$ cat config.mk
export PLATFORM = sky130hd
export DESIGN_NAME = frame_counter_bar_burn_in_unit
export DESIGN_NICKNAME = d
export VERILOG_FILES = /design/src/rtl/fcbb_pkg.sv /design/src/rtl/frame_counter_bar_burn_in_unit.sv
export SDC_FILE = /design/constraint.sdc
export NUM_CORES = 1
export LEC_CHECK = 0
export ABC_AREA = 1
export BUFFER_PORTS_ARGS = -buffer_cell sky130_fd_sc_hd__buf_2
export CAP_MARGIN = 20
export CORE_MARGIN = 5
export CORE_UTILIZATION = 58
export CTS_BUF_LIST = sky130_fd_sc_hd__clkbuf_16
export CTS_CLUSTER_SIZE = 8
export DETAILED_ROUTE_END_ITERATION = 10
export PLACE_DENSITY_LB_ADDON = 0.08
export SYNTH_ARGS = -nofsm -noshare
export SYNTH_HDL_FRONTEND = slang
export SYNTH_SLANG_ARGS = --single-unit
export TNS_END_PERCENT = 20
$ cat constraint.sdc
create_clock -name aclk -period 3.55 [get_ports aclk]
set_clock_uncertainty 0.1 [all_clocks]
set_input_delay 0.1775 -clock aclk [delete_from_list [all_inputs] [get_ports aclk]]
set_output_delay 0.1775 -clock aclk [all_outputs]
set_load 0.1 [all_outputs]
$ cat src/rtl/fcbb_pkg.sv
`default_nettype none

package fcbb_pkg;

    localparam int MAX_DIM_DEFAULT    = 4096;
    localparam int COUNT_BITS_DEFAULT = 32;

    localparam int CFG_DATA_W  = 32;
    localparam int CFG_INDEX_W = 3;
    localparam int LINE_W      = 12;
    localparam int BOX_W       = 8;
    localparam int CELL_W      = 7;

    localparam logic [CFG_INDEX_W-1:0] REG_START_LINE    = 3'd0;
    localparam logic [CFG_INDEX_W-1:0] REG_INITIAL_COUNT = 3'd1;
    localparam logic [CFG_INDEX_W-1:0] REG_BOX_WIDTH     = 3'd2;
    localparam logic [CFG_INDEX_W-1:0] REG_BOX_HEIGHT    = 3'd3;
    localparam logic [CFG_INDEX_W-1:0] REG_YUV_MODE      = 3'd4;

    localparam logic [LINE_W-1:0] START_LINE_RESET    = 12'd1;
    localparam logic [31:0]       INITIAL_COUNT_RESET = 32'd1;
    localparam logic [BOX_W-1:0]  BOX_WIDTH_RESET     = 8'd30;
    localparam logic [BOX_W-1:0]  BOX_HEIGHT_RESET    = 8'd30;
    localparam logic [BOX_W-1:0]  BOX_WIDTH_MAX       = 8'd128;

    localparam logic [9:0] RGB_ON  = 10'h0ff;
    localparam logic [9:0] RGB_OFF = 10'h000;
    localparam logic [9:0] Y_ON    = 10'h3ac;
    localparam logic [9:0] Y_OFF   = 10'h010;
    localparam logic [9:0] C_MID   = 10'h200;
    localparam logic [7:0] ALPHA_BOX = 8'h00;

    typedef struct packed {
        logic       start_of_frame;
        logic       end_of_line;
        logic       end_of_frame;
        logic [9:0] chan_a;
        logic [9:0] chan_b;
        logic [9:0] chan_c;
        logic [7:0] chan_d;
    } pixel_in_t;

    typedef struct packed {
        logic       out_sof;
        logic       out_eol;
        logic       out_eof;
        logic [9:0] out_a;
        logic [9:0] out_b;
        logic [9:0] out_c;
        logic [7:0] out_d;
    } pixel_out_t;

endpackage

`default_nettype wire

$ cat src/rtl/frame_counter_bar_burn_in_unit.sv
`default_nettype none

// Burns the low COUNT_BITS bits of a frame counter into a pixel stream as a row of boxes,
// most significant bit first, box_width (clamped to 1..128) pixels per box and box_height
// lines starting at start_line; bright boxes for ones, dark for zeros, every other pixel
// unchanged. The counter is loaded by a write of initial_count and advances after each
// end-of-frame beat. One pixel per clock unless m_ready stalls the output: each beat goes
// through one layer of logic into the output register and appears in the cycle after it
// is accepted; s_ready stays high while the output register is empty or being drained.
// The user must write registers only while the stream is idle; the block does not enforce it.
module frame_counter_bar_burn_in_unit
    import fcbb_pkg::*;
#(
    parameter int MAX_DIM    = MAX_DIM_DEFAULT,
    parameter int COUNT_BITS = COUNT_BITS_DEFAULT
) (
    input  wire logic                   aclk,
    input  wire logic                   aresetn,
    input  wire logic                   s_valid,
    output      logic                   s_ready,
    input  wire pixel_in_t              s_data,
    output      logic                   m_valid,
    input  wire logic                   m_ready,
    output      pixel_out_t             m_data,
    input  wire logic                   cfg_wr_en,
    input  wire logic [CFG_INDEX_W-1:0] cfg_index,
    input  wire logic [CFG_DATA_W-1:0]  cfg_wr_data
);

    localparam int ROW_W = $clog2(MAX_DIM);
    localparam int BIT_W = $clog2(COUNT_BITS + 1);
    localparam int CMP_W = ((ROW_W > LINE_W) ? ROW_W : LINE_W) + 1;
    localparam logic [ROW_W-1:0] ROW_MAX  = ROW_W'(MAX_DIM - 1);
    localparam logic [BIT_W-1:0] BIT_END  = BIT_W'(COUNT_BITS);
    localparam logic [BIT_W-1:0] BIT_LAST = BIT_W'(COUNT_BITS - 1);

    logic [LINE_W-1:0]     start_line_reg;
    logic [BOX_W-1:0]      box_width_reg;
    logic [BOX_W-1:0]      box_height_reg;
    logic                  yuv_mode_reg;

    logic [ROW_W-1:0]      row_reg, row_next;
    logic [CELL_W-1:0]     cell_reg, cell_next;
    logic [BIT_W-1:0]      bit_idx_reg, bit_idx_next;
    logic [COUNT_BITS-1:0] count_reg, count_next;

    logic                  m_valid_reg;
    pixel_out_t            m_data_reg, m_data_next;

    logic                  s_accept;
    logic [ROW_W-1:0]      row_cur;
    logic [CELL_W-1:0]     cell_cur;
    logic [BIT_W-1:0]      bit_cur;
    logic [BOX_W-1:0]      width_eff;
    logic [CMP_W-1:0]      row_ext, line_ext, row_diff;
    logic                  in_rows, in_box, bit_one;
    logic [BIT_W-1:0]      shift_amt;
    logic [COUNT_BITS-1:0] count_shifted;
    logic [BOX_W-1:0]      cell_inc;

    assign s_ready  = !m_valid_reg || m_ready;
    assign s_accept = s_valid && s_ready;
    assign m_valid  = m_valid_reg;
    assign m_data   = m_data_reg;

    always_comb begin
        if (box_width_reg == '0) begin
            width_eff = BOX_W'(1);
        end else if (box_width_reg > BOX_WIDTH_MAX) begin
            width_eff = BOX_WIDTH_MAX;
        end else begin
            width_eff = box_width_reg;
        end

        row_cur  = s_data.start_of_frame ? '0 : row_reg;
        cell_cur = s_data.start_of_frame ? '0 : cell_reg;
        bit_cur  = s_data.start_of_frame ? '0 : bit_idx_reg;

        row_ext  = CMP_W'(row_cur);
        line_ext = CMP_W'(start_line_reg);
        row_diff = row_ext - line_ext;
        in_rows  = (row_ext >= line_ext) && (row_diff < CMP_W'(box_height_reg));
        in_box   = in_rows && (bit_cur < BIT_END);

        shift_amt     = BIT_LAST - bit_cur;
        count_shifted = count_reg >> shift_amt;
        bit_one       = count_shifted[0];

        m_data_next.out_sof = s_data.start_of_frame;
        m_data_next.out_eol = s_data.end_of_line;
        m_data_next.out_eof = s_data.end_of_frame;
        m_data_next.out_a   = s_data.chan_a;
        m_data_next.out_b   = s_data.chan_b;
        m_data_next.out_c   = s_data.chan_c;
        m_data_next.out_d   = s_data.chan_d;
        if (in_box) begin
            if (yuv_mode_reg) begin
                m_data_next.out_a = bit_one ? Y_ON : Y_OFF;
                m_data_next.out_b = C_MID;
                m_data_next.out_c = C_MID;
            end else begin
                m_data_next.out_a = bit_one ? RGB_ON : RGB_OFF;
                m_data_next.out_b = bit_one ? RGB_ON : RGB_OFF;
                m_data_next.out_c = bit_one ? RGB_ON : RGB_OFF;
                m_data_next.out_d = ALPHA_BOX;
            end
        end

        cell_inc     = BOX_W'(cell_cur) + BOX_W'(1);
        row_next     = row_cur;
        cell_next    = cell_cur;
        bit_idx_next = bit_cur;
        count_next   = count_reg;
        if (s_data.end_of_frame) begin
            row_next     = '0;
            cell_next    = '0;
            bit_idx_next = '0;
            count_next   = count_reg + COUNT_BITS'(1);
        end else if (s_data.end_of_line) begin
            if (row_cur < ROW_MAX) begin
                row_next = row_cur + ROW_W'(1);
            end
            cell_next    = '0;
            bit_idx_next = '0;
        end else if (cell_inc >= width_eff) begin
            cell_next = '0;
            if (bit_cur < BIT_END) begin
                bit_idx_next = bit_cur + BIT_W'(1);
            end
        end else begin
            cell_next = cell_inc[CELL_W-1:0];
        end
    end

    always_ff @(posedge aclk) begin
        if (!aresetn) begin
            start_line_reg <= START_LINE_RESET;
            box_width_reg  <= BOX_WIDTH_RESET;
            box_height_reg <= BOX_HEIGHT_RESET;
            yuv_mode_reg   <= 1'b0;
            row_reg        <= '0;
            cell_reg       <= '0;
            bit_idx_reg    <= '0;
            count_reg      <= INITIAL_COUNT_RESET[COUNT_BITS-1:0];
            m_valid_reg    <= 1'b0;
        end else begin
            if (s_accept) begin
                row_reg     <= row_next;
                cell_reg    <= cell_next;
                bit_idx_reg <= bit_idx_next;
                count_reg   <= count_next;
                m_valid_reg <= 1'b1;
            end else if (m_ready) begin
                m_valid_reg <= 1'b0;
            end
            if (cfg_wr_en) begin
                case (cfg_index)
                    REG_START_LINE:    start_line_reg <= cfg_wr_data[LINE_W-1:0];
                    REG_INITIAL_COUNT: count_reg      <= cfg_wr_data[COUNT_BITS-1:0];
                    REG_BOX_WIDTH:     box_width_reg  <= cfg_wr_data[BOX_W-1:0];
                    REG_BOX_HEIGHT:    box_height_reg <= cfg_wr_data[BOX_W-1:0];
                    REG_YUV_MODE:      yuv_mode_reg   <= cfg_wr_data[0];
                    default: ;
                endcase
            end
        end
    end

    always_ff @(posedge aclk) begin
        if (s_accept) begin
            m_data_reg <= m_data_next;
        end
    end

    a_bit_idx_range: assert property (@(posedge aclk) disable iff (!aresetn)
        bit_idx_reg <= BIT_END)
        else $error("bit index past last box");

    a_eof_homes: assert property (@(posedge aclk) disable iff (!aresetn)
        s_accept && s_data.end_of_frame |=> row_reg == '0 && bit_idx_reg == '0 && cell_reg == '0)
        else $error("position not homed after end of frame");

    a_eof_count: assert property (@(posedge aclk) disable iff (!aresetn)
        s_accept && s_data.end_of_frame && !cfg_wr_en
        |=> count_reg == $past(count_reg) + COUNT_BITS'(1))
        else $error("frame count did not advance");

    a_rgb_alpha: assert property (@(posedge aclk) disable iff (!aresetn)
        s_accept && in_box && !yuv_mode_reg |=> m_valid && m_data.out_d == ALPHA_BOX)
        else $error("alpha not cleared inside box");

    a_pass_through: assert property (@(posedge aclk) disable iff (!aresetn)
        s_accept && !in_box |=> m_data.out_a == $past(s_data.chan_a)
                                && m_data.out_d == $past(s_data.chan_d))
        else $error("pixel outside box altered");

endmodule

`default_nettype wire
==> results of run 1 <==
[synth_stat cells (15+ instances only)]
cell / count
ha_1: 33
a21oi_1: 65
nand3_1: 85
nor2_1: 79
dfxtp_1: 87
edfxtp_1: 41
inv_1: 174
nand4_1: 16
clkbuf_1: 23
nand2_1: 314
nor3_1: 20
o211ai_1: 15
xor2_1: 26
o21ai_1: 25
o21ai_0: 65
[critical path, cell delays in order (launching register included)]
cell       delay [ns]
dfxtp_1          0.35
inv_1            0.06
nor2_1           0.27
ha_1             0.37
nand2_1          0.10
nand2_1          0.05
nand2_1          0.05
nand2_1          0.08
a21oi_2          0.16
xnor2_1          0.16
ha_1             0.28
a21oi_1          0.18
nand2_2          0.10
nand3_4          0.11
nand4_4          0.22
clkbuf_16        0.25
nand2_1          0.08
o21ai_1          0.09
[cells by family (layout without fill, tap and decap cells)]
family | count (synthesis) | in the layout | share of synthesized area, %
DFF | 128 | 128 | 36.58
buffers and inverters | 218 | 421 | 10.93
adders and majority gates | 34 | 34 | 5.327
other | 0 | 1 | 0
and+or+nand+nor | 556 | 556 | 30.38
xor gates and xnor gates | 33 | 33 | 3.557
AOI/OAI and AO/OA | 193 | 193 | 13.23
[how the worst max path moves through the flow]
| stage | start | endpoint | slack [ns] |
|---|---|---|---|
| after floorplan | m_valid | row_reg[10] | 0.45 |
| after global placement | s_data[40] | m_data[33] | 0.22 |
| after detailed placement | s_data[40] | m_data[33] | 0.14 |
| after CTS | row_reg[0] | m_data[33] | 0.21 |
| after global routing | row_reg[0] | m_data[14] | -0.08 |
| final | row_reg[3] | m_data[14] | 0.23 |
[cell usage in the layout (no fill, tap or decap), types with 15 or more instances in the layout]
master and instances:
nand3_1 85, nor2_1 79, a21oi_1 63, dlygate4sd3_1 59, nand2_1 312, clkbuf_16 20, ha_1 33, buf_4 20
nand4_1 16, edfxtp_1 41, buf_2 123, o21ai_1 26, xor2_1 26, inv_1 175, o21ai_0 64, nor3_1 20
dfxtp_1 86, o211ai_1 15
[area by class of cell]
class | instances | area (um^2) | area share (%)
Antenna cell | 1 | 2.502 | 0.02440
Clock buffer | 17 | 425.4 | 4.147
Clock inverter | 15 | 178.9 | 1.744
Inverter | 181 | 689.4 | 6.721
Multi-Input combinational cell | 816 | 4288 | 41.80
Sequential cell | 128 | 2974 | 28.99
Tap cell | 180 | 225.2 | 2.196
Timing Repair Buffer | 208 | 1474 | 14.37
[timing repair]
action	4_1_cts	5_1_grt
buffers inserted	0	2
gates resized for setup	0	10
endpoints found under the hold margin	65	0
endpoints found under the setup margin	0	27
hold buffers	59	0
[power groups by stage]
stage | Clock [W] | Combinational (W) | Sequential, W
after floorplan | 0 | 0.000258 | 0.00184
after global placement | 0 | 0.000600 | 0.00164
after detailed placement | 0 | 0.000607 | 0.00164
after CTS | 0.00182 | 0.000660 | 0.00161
after global routing | 0.00189 | 0.000732 | 0.00161
final | 0.00180 | 0.000674 | 0.00161
[per-stage QoR]
| step | hold slack [ns] | util [%] | instance area (um^2) | setup slack (ns) |
|---|---|---|---|---|
| CTS | 0.001382 | 73.18 | 10120 | 0.2105 |
| floorplan | 0.1764 | - | 8127 | 0.4529 |
| finish | 0.002416 | 74.18 | 10260 | 0.2253 |
| global route | -0.01277 | 74.18 | 10260 | -0.07594 |
| detailed placement | 0.3203 | 64.54 | 8924 | 0.1394 |
| global placement | 0.3128 | 64.54 | 8924 | 0.2209 |
[metal layers]
layer / GRT usage [%] / wire length (um) / up-vias
met3: 4.359 / 1622 / 25
met2: 40.15 / 9859 / 291
met5: 0 / 0 / -
met4: 8.115 / 298 / 0
met1: 37.53 / 10180 / 3614
li1: - / - / 4152
==> summary.md, run 1 <==
| Metric | Value |
|---|---|
| Die area | 16480 um^2 |
| I/O pin cnt | ~120 |
| Worst Hold Class | in2reg |
| Internal Power | between 0.002 and 0.003 W |
| Area share of the largest cell type after synthesis | 21.43% |
| Hold EP | box_width_reg[7] |
| Mapped Avg Cell Area | 6.994 um^2 |
| # fillers | roughly 1100 |
| Post-DP HPWL | between 10 and 15 mm |
| H-tree Lvls | 4 |
| LEAKAGE | ~5 nW |
| Gate power share | between 10% and 20% |
| Cell count after synthesis | between 1000 and 1500 |
| Worst-margin pin slew | ~0.9 ns |
| Initial Util | about three fifths |
| Pwr Total | 0.004081 W |
| Vias in the first global route | between 7000 and 8000 |
| Final Non-Filler Cells | roughly 1500 |
| Hold depth | 3 |
| P_sw | roughly 0.0011 W |
| Count of state elements after synthesis | 128 |
| Global-route wire length before repair | 35.11 mm |
| Critical path startpoint category | flip-flop |
| Final min period | 3.325 ns |
| Critical path arrival | 3.36 ns |
| Rows | 43 |
| Clock Latency Late Sink | around 0.42 ns |
| Mapped Area | just over 8000 um^2 |
| Gp weighted congestion | between 0.9 and 1 |
| Net Sw Frac | 28.02% |
| Post-synthesis sequential area ratio | a little over a third |
| Synth top area cells | dfxtp_1, edfxtp_1, nand2_1 |
| Die width | ~130 um |
| Worst-path fanout max | 8 |
| Tot GR Track Use | 26.04% |
| Routed WL | between 20 and 25 mm |
| DR iter-0 viols | a little under 600 |
| Core ar. | between 10000 and 15000 um^2 |
| Clock share of power | between 40 and 50% |
| Layout cells sized above 1 | between 10% and 20% |
| Kind of critical path | reg2reg |
| Layout area overhead | 26.22% |
| Worst R2R Start | row_reg[3] |
| I/O Buffers | roughly 120 |
| Die height | ~130 um |
| Slew headroom | 38.74% |
| Seq pwr share | between 30% and 40% |
| Pre-antenna DRT Iters | 5 |
| CTS Buffer Depth | 2 |
| Max Cap Viol | 0 |
| Largest net degree at the start of global routing | 48 |
| Tcrit/Tclk final | between 90% and 100% |
| Post-Syn Nets | 1277 |
| Gr ovfl total | 0 |
| Reg2reg setup slack | 0.23 ns |
| Final setup TNS | 0 ns |
| Worst R2R End | m_data[14] |
| Final hold vios | 0 |
| DRC | 0 |
| Vias post-DR | between 8000 and 9000 |
| Max Clock Freq | between 300 and 400 MHz |
| Synth Flop Type | dfxtp_1 |
| Max IR drop VDD | 0.0003108 V |
| PwrDens | 397.9 nW/um^2 |
| Wire per inst | about 14 um |
| Distinct cells, synth | 43 |
| Largest register FFs | 41 |
| # setup viols final | 0 |
| Cell taking the most area after synthesis | dfxtp_1 |
| CTS Buf Count | 17 |
| Number of enable flip-flop cells after synthesis | between 40 and 50 |
| Worst-path clk slew | 0.06 ns |
| Required time of the critical path | approximately 3.6 ns |
| Status | completed |
| FFs w/ async S/R, synth | 0% |
| Cells after DPL | ~1400 |
| Nets | 1467 |
| Final ANT Viol Nets | 0 |
| Vias/cell | between 5 and 6 |
| Worst R2R Path Depth | 17 |
| Hold_sp | cfg_wr_data[7] |
| Yosys warning total | 0 |
| Final Max Slew Viols | 0 |
| CP Capture Type | flip-flop |
| CTS tree | built |
| Clock sink count | 128 |
| CTS Root Cell | clkbuf_16 |
| Antenna violations before repair | 1 |
(Power assumes the default switching activity.)
==> run 2: changes to the inputs <==
--- a/config.mk
+++ b/config.mk
@@ -9,11 +9,12 @@
 export BUFFER_PORTS_ARGS = -buffer_cell sky130_fd_sc_hd__buf_2
 export CAP_MARGIN = 20
 export CORE_MARGIN = 5
-export CORE_UTILIZATION = 58
+export CORE_UTILIZATION = 62
 export CTS_BUF_LIST = sky130_fd_sc_hd__clkbuf_16
 export CTS_CLUSTER_SIZE = 8
 export DETAILED_ROUTE_END_ITERATION = 10
 export PLACE_DENSITY_LB_ADDON = 0.08
+export REMOVE_ABC_BUFFERS = 1
 export SYNTH_ARGS = -nofsm -noshare
 export SYNTH_HDL_FRONTEND = slang
 export SYNTH_SLANG_ARGS = --single-unit
==> constraint.sdc (replaced) <==
create_clock -name aclk -period 4.1 [get_ports aclk]
set_clock_uncertainty 0.1 [all_clocks]
set_input_delay 0.205 -clock aclk [delete_from_list [all_inputs] [get_ports aclk]]
set_output_delay 0.205 -clock aclk [all_outputs]
set_load 0.1 [all_outputs]
==> run 2 against run 1 <==
  * Via count up 1.5%
  * Die area down 6.0%
  * Final cell count down 1.9%
  * Flip-flop and latch count unchanged
  * Critical endpoint is now m_data[26]
  * Largest power group unchanged
==> summary.md, run 2 (same netlist as run 1, synthesis figures left out) <==
| Metric | Value |
|---|---|
| Critical path arrival | 3.80 ns (+0.44 ns) |
| Gp weighted congestion | 0.9314 (-0.98%) |
| Largest register FFs | 41 (unchanged) |
| Crit path largest cell delay | 0.53 ns (+0.16 ns) |
| WL met3 | 1.735 mm (+7.0%) |
| Kind of critical path | reg2reg |
| Final ANT Viol Nets | 0 (unchanged) |
| Max IR drop VDD | 0.0003144 V (+1.2%) |
| Worst Hold Class | in2reg |
| Die height | 124.5 um (-3.0%) |
| # setup viols final | 0 (unchanged) |
| WL met2 | 10.31 mm (+4.6%) |
| LEAKAGE | 4.785 nW (-2.9%) |
| RSZ-0062 raised after global routing | false |
| Slew headroom | 26.33% (-12 points) |
| Clock Latency Late Sink | 0.43 ns (about the same) |
| Worst R2R Start | row_reg[0] |
| Final setup TNS | 0 ns (unchanged) |
| Cells along the critical path | inv_1 -> nor2_2 -> inv_1 -> ha_1 -> inv_1 -> fa_1 -> nand2_1 -> a21oi_1 -> xor2_1 -> ha_1 -> nand2_1 -> inv_1 -> o21ai_0 -> nand3_1 -> nand2_1 -> nand2_1 -> nand3_2 -> nand4_2 -> clkinv_4 -> nor2_1 |
| Final hold vios | 0 (unchanged) |
| Global-route wire length before repair | 36.71 mm (+4.6%) |
| CP Capture Type | flip-flop |
| Nets | 1446 (-1.4%) |
| Vias in the first global route | 7586 (+4.6%) |
| Post-Route M1 WL | 9.856 mm (-3.1%) |
| Worst R2R End | m_data[26] |
| Layout area overhead | 22.69% |
| Post-DP HPWL | 14.55 mm (-2.8%) |
| PwrDens | 350.6 nW/um^2 (-12%) |
| Routed WL | 22.39 mm (+2.0%) |
| Largest net degree at the start of global routing | 59 (+23%) |
| CTS Root Cell | clkbuf_16 |
| I/O Buffers | 123 (unchanged) |
| Post-CTS setup buffers | 0 (unchanged) |
| Most common cell after layout, fill and taps aside | nand2_1 |
| Final min period | 3.727 ns (+0.4026 ns) |
| Most frequent cells in the layout | nand2_1, inv_1, buf_2, dfxtp_1, nand3_1 |
| Die width | 124.5 um (-3.0%) |
| H-tree Lvls | 4 (unchanged) |
| Worst R2R Path Depth | 20 (+3) |
| Required time of the critical path | 4.18 ns (+0.59 ns) |
| Reg2reg setup slack | 0.37 ns (+0.15 ns) |
| Hold depth | 5 (+2) |
| I/O pin cnt | 124 (unchanged) |
| Gr ovfl total | 0 (unchanged) |
| Worst-path fanout max | 20 (+12) |
| CP bufs+invs | 5 (+3) |
| Status | completed |
| Max Cap Viol | 0 (unchanged) |
| Max Clock Freq | 268.3 MHz (-11%) |
| Core ar. | 12720 um^2 (-8.0%) |
| Worst-path clk slew | 0.06 ns (about the same) |
| DR iter-0 viols | 693 (+20%) |
| Initial Util | 63.88% (+5.1 points) |
| Clock sink count | 128 (unchanged) |
| DRC | 0 (unchanged) |
| Vias post-DR | 8201 (+1.5%) |
| Tcrit/Tclk final | 90.91% (-2.7 points) |
| Crit path max-delay family | simple AND/OR/NAND/NOR gates |
| Pwr Total | 0.003496 W (-14%) |
| Antenna violations before repair | 0 (-1) |
| Hold EP | count_reg[31] |
| N_diodes | 0 (-1) |
| Vias/cell | 5.410 (+3.5%) |
| Die area | 15500 um^2 (-6.0%) |
| Rows | 41 (-4.7%) |
| CTS tree | built |
| CTS Buf Count | 17 (unchanged) |
| CP max stage cell | nand4_2 |
| Critical path startpoint category | flip-flop |
| Layout cells sized above 1 | 15.25% (-1.4 points) |
| Final Max Slew Viols | 0 (unchanged) |
| Wire per inst | 14.77 um (+4.0%) |
| Tot GR Track Use | 28.40% (+2.4 points) |
| CTS Buffer Depth | 2 (unchanged) |
| Hold_sp | cfg_wr_data[31] |
| Worst-margin pin slew | 1.104 ns (+0.1860 ns) |
| DR top layer | met4 |
| Pre-antenna DRT Iters | 5 (unchanged) |
[run 2: worst max path at each step]
stage / from / to / slack (ns) / cells after the start
after floorplan: m_valid / cell_reg[0] / 0.30 / 9
after global placement: s_data[40] / m_data[21] / 0.29 / 21
after detailed placement: s_data[40] / m_data[19] / 0.21 / 21
after CTS: row_reg[0] / m_data[18] / 0.25 / 21
after global routing: row_reg[0] / m_data[34] / 0.08 / 19
final: row_reg[0] / m_data[26] / 0.37 / 20
[run 2: final cells by class]
type	instances	area (um^2)
sequential	128	2973
tap	172	215.2
clock inverter	15	168.9
fill	949	2751
inverter	181	689.4
multi-input combinational	817	4278
clock buffer	17	425.4
timing repair buffer	186	1221
[run 2: per-layer routing]
metal | vias to the layer above | global-route usage [%]
li1 | 4108 | -
met1 | 3723 | 39.48
met2 | 332 | 45.32
met3 | 38 | 5.489
met4 | 0 | 7.801
met5 | - | 0
[run 2: metrics by stage]
stage	util (%)	area, um^2	hold WS [ns]	setup slack, ns	std cells
after floorplan	-	7928	0.1891	0.3047	1125
after global placement	69.43	8833	0.3404	0.2914	1430
after detailed placement	69.43	8833	0.3489	0.2132	1430
after CTS	78.27	9958	0.001075	0.2545	1515
after global routing	78.37	9971	0.03207	0.07515	1516
final	78.37	9971	0.01171	0.3727	1516
[run 2: repair_timing]
action                     in CTS  in global routing
setup endpoints to repair       0                  7
hold buffers                   53                  0
gates resized for setup         0                  0
hold endpoints to repair       56                  0
[run 2: power breakdown]
group,leakage [nW],internal [W],switching [W]
Clock,0.286,0.000950,0.000576
Sequential,1.10,0.00136,0.0000296
Combinational,3.40,0.000168,0.000408
[run 2: worst register-to-register path: stages (launching register included)]
cell and delay (ns):
dfxtp_1 0.33, inv_1 0.05, nor2_2 0.16, inv_1 0.11, ha_1 0.19, inv_1 0.12
fa_1 0.27, nand2_1 0.09, a21oi_1 0.22, xor2_1 0.18, ha_1 0.26, nand2_1 0.06
inv_1 0.04, o21ai_0 0.07, nand3_1 0.10, nand2_1 0.07, nand2_1 0.07, nand3_2 0.18
nand4_2 0.54, clkinv_4 0.23, nor2_1 0.07
